===== src/rtl/srie_pkg.sv =====
// Package for the split ring index engine: operation and register codes,
// the state machine type, the store control struct and port widths.
// No dependencies.
`default_nettype none

package srie_pkg;

    // port widths
    localparam int OP_W        = 3;
    localparam int IN_TDATA_W  = 80;
    localparam int OUT_TDATA_W = 104;
    localparam int CFG_IDX_W   = 2;
    localparam int CFG_DATA_W  = 9;
    localparam int IDX_W       = 16;
    localparam int LEN_W       = 32;

    // operation codes carried in s_tuser
    typedef enum logic [OP_W-1:0] {
        OP_WR_AVAIL      = 3'd0,
        OP_PUBLISH       = 3'd1,
        OP_WR_USED_EVENT = 3'd2,
        OP_POP           = 3'd3,
        OP_PUSH          = 3'd4,
        OP_NOTIFY        = 3'd5,
        OP_RD_USED       = 3'd6,
        OP_RD_IDX        = 3'd7
    } op_t;

    // configuration register indexes
    typedef enum logic [CFG_IDX_W-1:0] {
        CFG_QUEUE_SIZE   = 2'd0,
        CFG_EVENT_IDX    = 2'd1,
        CFG_QUEUE_READY  = 2'd2
    } cfg_reg_t;

    // sequencer states
    typedef enum logic [2:0] {
        ST_IDLE,
        ST_EXEC,
        ST_MOD,
        ST_MEM,
        ST_DONE
    } state_t;

    // ring store strobes
    typedef struct packed {
        logic avail_we;
        logic avail_re;
        logic used_we;
        logic used_re;
    } mem_ctl_t;

endpackage

`default_nettype wire


===== src/rtl/srie_mod_unit.sv =====
// Iterative remainder unit: 16-bit index modulo the effective queue size,
// two quotient bits per cycle. Uses srie_pkg for the index width.
`default_nettype none

module srie_mod_unit #(
    parameter int QW = 9
) (
    input  wire logic                       aclk,
    input  wire logic                       aresetn,
    input  wire logic                       start,
    input  wire logic [srie_pkg::IDX_W-1:0] dividend,
    input  wire logic [QW-1:0]              divisor,
    output logic                            done,
    output logic [QW-1:0]                   remainder
);

    localparam int STEPS = srie_pkg::IDX_W / 2;
    localparam int CW    = $clog2(STEPS);
    localparam logic [CW-1:0] LAST_STEP = CW'(STEPS - 1);

    logic                       busy_reg;
    logic                       done_reg;
    logic [CW-1:0]              cnt_reg;
    logic [srie_pkg::IDX_W-1:0] dividend_reg;
    logic [QW-1:0]              divisor_reg;
    logic [QW-1:0]              rem_reg;

    logic [QW:0]   trial1;
    logic [QW:0]   sub1;
    logic [QW-1:0] rem1;
    logic [QW:0]   trial2;
    logic [QW:0]   sub2;
    logic [QW-1:0] rem2;

    // two restoring steps; remainder stays below the divisor
    always_comb begin
        trial1 = {rem_reg, dividend_reg[srie_pkg::IDX_W-1]};
        sub1   = (trial1 >= {1'b0, divisor_reg}) ? (trial1 - {1'b0, divisor_reg}) : trial1;
        rem1   = sub1[QW-1:0];
        trial2 = {rem1, dividend_reg[srie_pkg::IDX_W-2]};
        sub2   = (trial2 >= {1'b0, divisor_reg}) ? (trial2 - {1'b0, divisor_reg}) : trial2;
        rem2   = sub2[QW-1:0];
    end

    // iteration control
    always_ff @(posedge aclk) begin
        if (!aresetn) begin
            busy_reg <= 1'b0;
            done_reg <= 1'b0;
            cnt_reg  <= '0;
        end else begin
            done_reg <= 1'b0;
            if (start) begin
                busy_reg     <= 1'b1;
                cnt_reg      <= '0;
                dividend_reg <= dividend;
                divisor_reg  <= divisor;
                rem_reg      <= '0;
            end else if (busy_reg) begin
                rem_reg      <= rem2;
                dividend_reg <= {dividend_reg[srie_pkg::IDX_W-3:0], 2'b00};
                cnt_reg      <= cnt_reg + CW'(1);
                if (cnt_reg == LAST_STEP) begin
                    busy_reg <= 1'b0;
                    done_reg <= 1'b1;
                end
            end
        end
    end

    assign done      = done_reg;
    assign remainder = rem_reg;

endmodule

`default_nettype wire


===== config.mk =====
export PLATFORM = sky130hd
export DESIGN_NAME = srie_mod_unit
export DESIGN_NICKNAME = d
export VERILOG_FILES = /design/src/rtl/srie_pkg.sv /design/src/rtl/srie_mod_unit.sv
export SDC_FILE = /design/constraint.sdc
export NUM_CORES = 1
export LEC_CHECK = 0
export BUFFER_PORTS_ARGS = -buffer_cell sky130_fd_sc_hd__buf_4
export CAP_MARGIN = 25
export CORE_MARGIN = 2
export CORE_UTILIZATION = 52
export CTS_CLUSTER_DIAMETER = 40
export DETAILED_ROUTE_END_ITERATION = 10
export GPL_ROUTABILITY_DRIVEN = 0
export PLACE_DENSITY = 0.77
export REMOVE_ABC_BUFFERS = 1
export SETUP_SLACK_MARGIN = 0.1
export SLEW_MARGIN = 20
export SYNTH_ARGS = -nofsm -noshare
export SYNTH_HDL_FRONTEND = slang
export SYNTH_SLANG_ARGS = --single-unit

===== constraint.sdc =====
create_clock -name aclk -period 3.97 [get_ports aclk]
set_input_delay 0.1985 -clock aclk [delete_from_list [all_inputs] [get_ports aclk]]
set_output_delay 0.1985 -clock aclk [all_outputs]
set_load 0.005 [all_outputs]

==> impl_summary.txt <==
----------------------------------------------------
[Run status]
  Status ... completed

[Logic synthesis]
  Library cell with the largest summed area after synthesis ... sky130_fd_sc_hd__edfxtp_1
  Adder-Cell Fraction of Synth Area ... around 11%
  Leading cell type by number of instances after synthesis ... sky130_fd_sc_hd__edfxtp_1
  Largest family of logic cells by synthesized area ... compound AO/OA/AOI/OAI gates
  Xor-xnor portion of the synthesized cell area ... roughly 3%
  Mean Syn Cell Area ... between 10 and 15 sq um
  Fraction of synthesized area in multiplexers ... roughly 10%
  Yosys warning total ... 0
  Proportion of netlist area held by the largest area contributor ... around two fifths
  Syn Inst Count ... ~230
  Number of synthesized register bits ... 39
  Leading post-synthesis cells by instance count ... 34 x sky130_fd_sc_hd__edfxtp_1, 20 x sky130_fd_sc_hd__ha_1, 17 x sky130_fd_sc_hd__inv_1
  Main flop type after synthesis ... sky130_fd_sc_hd__edfxtp_1
  Leading cell types by total area after synthesis ... sky130_fd_sc_hd__edfxtp_1 39%, sky130_fd_sc_hd__ha_1 9.6%, sky130_fd_sc_hd__mux2_2 6.5%, sky130_fd_sc_hd__dfxtp_1 3.9%, sky130_fd_sc_hd__inv_1 2.5%
  Number of enable-type register cells in the synthesized netlist ... 34
  Asr flop ratio synth ... 0%
  Post-synthesis compound-gate area fraction ... around 18%
  Count of different cell masters after synthesis ... 59
  Mapped cell area ... 0.002597 sq mm
  Simple-Gate Fraction of Synth Area ... a little over a tenth
  Sequential share of the synthesized area ... ~43%

[Detailed routing]
  Number of nets still failing antenna checks after routing ... 0
  Number of detailed-route iterations in the first pass ... 4
  Average via count per standard cell ... 5.730
  Overall via count from detail_route ... 2097
  Detailed-route wire length per cell ... between 15 and 20 um
  Detailed-route wire length ... 6053 um
  Initial detailed-routing violation count ... 69
  DR DRC count ... 0

[Timing]
  Relative slew slack ... a little under three quarters
  Final hold violation count ... 0
  Setup TNS Final ... 0 ns
  FMAX ... 253.9 MHz
  Clock Skews ... 0.003505 ns
  Setup repair after global routing missed its margin ... yes
  Setup Viol. Count Final ... 0
  Share of the cycle needed by the critical path after routing ... between 90% and 100%
  Transition time of the tightest slew-check pin ... ~0.43 ns
  Pins over their slew limit ... 0
  Final worst path period need ... just under 4 ns

[Clock tree]
  Total CTS buffers ... 5
  Maximum buffer depth of the clock tree ... 2
  CTS root buffer ... sky130_fd_sc_hd__clkbuf_8
  Clock transition at the registers of the reported paths ... 0.07 ns
  Level count of the clock H-tree ... 2
  Insertion delay to the later sink of the worst-skew pair ... about 0.3 ns
  TritonCTS clock tree ... built
  Num Clock Sinks ... 39

[Critical path]
  WS Path Type ... flop to flop
  Crit-path slowest cell ... sky130_fd_sc_hd__o31a_4
  Count of buffering cells on the critical path with inverters included ... 2
  Cell chain of the critical path ... inv_2, ha_4, inv_2, fa_2, a211oi_4, o21ai_2, o31a_4, mux2_4, ha_4, nand4_1, nor2_1, a221o_1, a221o_2, nor2_4, o31ai_1
  CP Data Required Time ... roughly 4 ns
  Dominant delay contributor by cell family on the critical path ... compound AO/OA/AOI/OAI gates
  Slowest stage delay, CP ... 0.43 ns
  Category of the worst setup path launch point ... flop
  Worst setup EP type ... flop
  Biggest fanout along the worst timing path ... 8
  Arrival time at the worst endpoint ... ~4.0 ns
  Number of gates on the worst path with buffers counted ... 15
  Logic depth of the worst register-to-register path ... 15

[Layout]
  Final std cell area, no fill ... 0.003518 sq mm
  Share of layout cells above drive strength 1 ... a little under half
  Antenna cells ... 0
  Max reg flops ... 16
  Area growth syn-to-layout ... 35.45%
  Number of nets at the end of the flow ... 348
  Cell Count, Final, Fillers Out ... ~370

[GRT]
  First-pass GRT wire length ... about 9000 um
  Initial antenna violation count ... 0
  Via count of the first global-routing pass ... about 2000
  Overflow after GRT ... 0
  Overall global routing resource usage ... a little over a fifth
  Largest net degree at the start of global routing ... 28

[Power]
  Maximum ir drop on the vdd rail ... around 0.00047 V
  Leakage component of the power ... 1.440 nW
  PD cells ... 999.5 mW/mm^2
  Final Power ... 3.517 mW

[Placement]
  Detailed placer's ending HPWL ... 4355 um
  Quantity of I/O buffers inserted on ports ... 37
  Placed Cells ... between 300 and 400
  Post-place instance area ... 0.003115 sq mm

[Min path]
  Hold path cells ... 1
  Hold/Removal Path Class ... primary input to flop

[Die]
  I/O pin count ... 38
  Die Span Y ... between 70 and 80 um
  Initial Util ... between 50% and 60%
  Die extent in x ... approximately 75 um
  Core Area ... ~0.0048 sq mm
  Site row count ... 25
  Total die area ... 0.005576 sq mm

[Flow run]
  Maximum capacitance violations ... 0

----------------------------------------------------
## layout by cell type, fill, tap and decap left out, types with 4 or more instances in the layout
| cell | count |
|---|---|
| sky130_fd_sc_hd__ha_4 | 9 |
| sky130_fd_sc_hd__clkbuf_8 | 5 |
| sky130_fd_sc_hd__mux2_4 | 4 |
| sky130_fd_sc_hd__xnor2_1 | 6 |
| sky130_fd_sc_hd__a21o_1 | 5 |
| sky130_fd_sc_hd__nor2_1 | 13 |
| sky130_fd_sc_hd__nand4_1 | 9 |
| sky130_fd_sc_hd__nand2_1 | 8 |
| sky130_fd_sc_hd__dfxtp_1 | 5 |
| sky130_fd_sc_hd__ha_1 | 11 |
| sky130_fd_sc_hd__inv_1 | 14 |
| sky130_fd_sc_hd__buf_4 | 68 |
| sky130_fd_sc_hd__o21ai_0 | 4 |
| sky130_fd_sc_hd__a21oi_1 | 8 |
| sky130_fd_sc_hd__o21a_1 | 6 |
| sky130_fd_sc_hd__mux2_2 | 15 |
| sky130_fd_sc_hd__edfxtp_1 | 34 |
## report_power, final
part,switching [mW],internal (mW)
logic,1.31,1.34
registers,0.0516,0.556
clock network,0.139,0.123
## through the flow
stage / util, % / worst slack, ns / hold slack [ns]
after global routing: 74.00 / -0.1140 / 0.06693
after detailed placement: 65.53 / -0.09238 / 0.3780
after global placement: 65.21 / 0.03029 / 0.3774
final: 74.00 / 0.03135 / 0.07228
after floorplan: - / -0.09912 / 0.2974
after CTS: 69.82 / 0.1114 / 0.06606
## worst paths after layout
| path | end | slack, ns | from |
|---|---|---|---|
| max | remainder[0] | 0.03 | dividend_reg[15] |
| min | divisor_reg[5] | 0.07 | divisor[5] |
| max reg2reg | remainder[0] | 0.03 | dividend_reg[15] |
| min reg2reg | cnt_reg[1] | 0.51 | cnt_reg[1] |
## layout make-up
class	instances	area, sq um
inverters	18	67.56
multi-input cells	164	1624
repair buffers	70	536.8
clock buffers	6	72.57
clock inverters	2	12.51
flip-flops and latches	39	1121
well taps	67	83.83
fillers	333	1236
## timing repair
action,4_1_cts,5_1_grt
endpoints found under the setup margin,9,9
resized for setup,19,22
gates cloned,0,0
hold buffers,0,0
pin swaps,8,21
setup buffers,1,8
## cell families after synthesis
logic type	count (synthesis)
AO/OA/AOI/OAI	60
flip-flops	39
buffers and inverters	24
AND/OR/NAND/NOR	50
XOR/XNOR	9
adder cells (fa/ha/maj)	22
multiplexers	23
## metal layers
layer / wire length (um) / track usage [%]
met5: 0 / 0
met4: 121 / 7.738
met3: 405 / 4.150
met2: 3058 / 36.58
met1: 2467 / 28.57
Power figures use the tool's default switching activity.
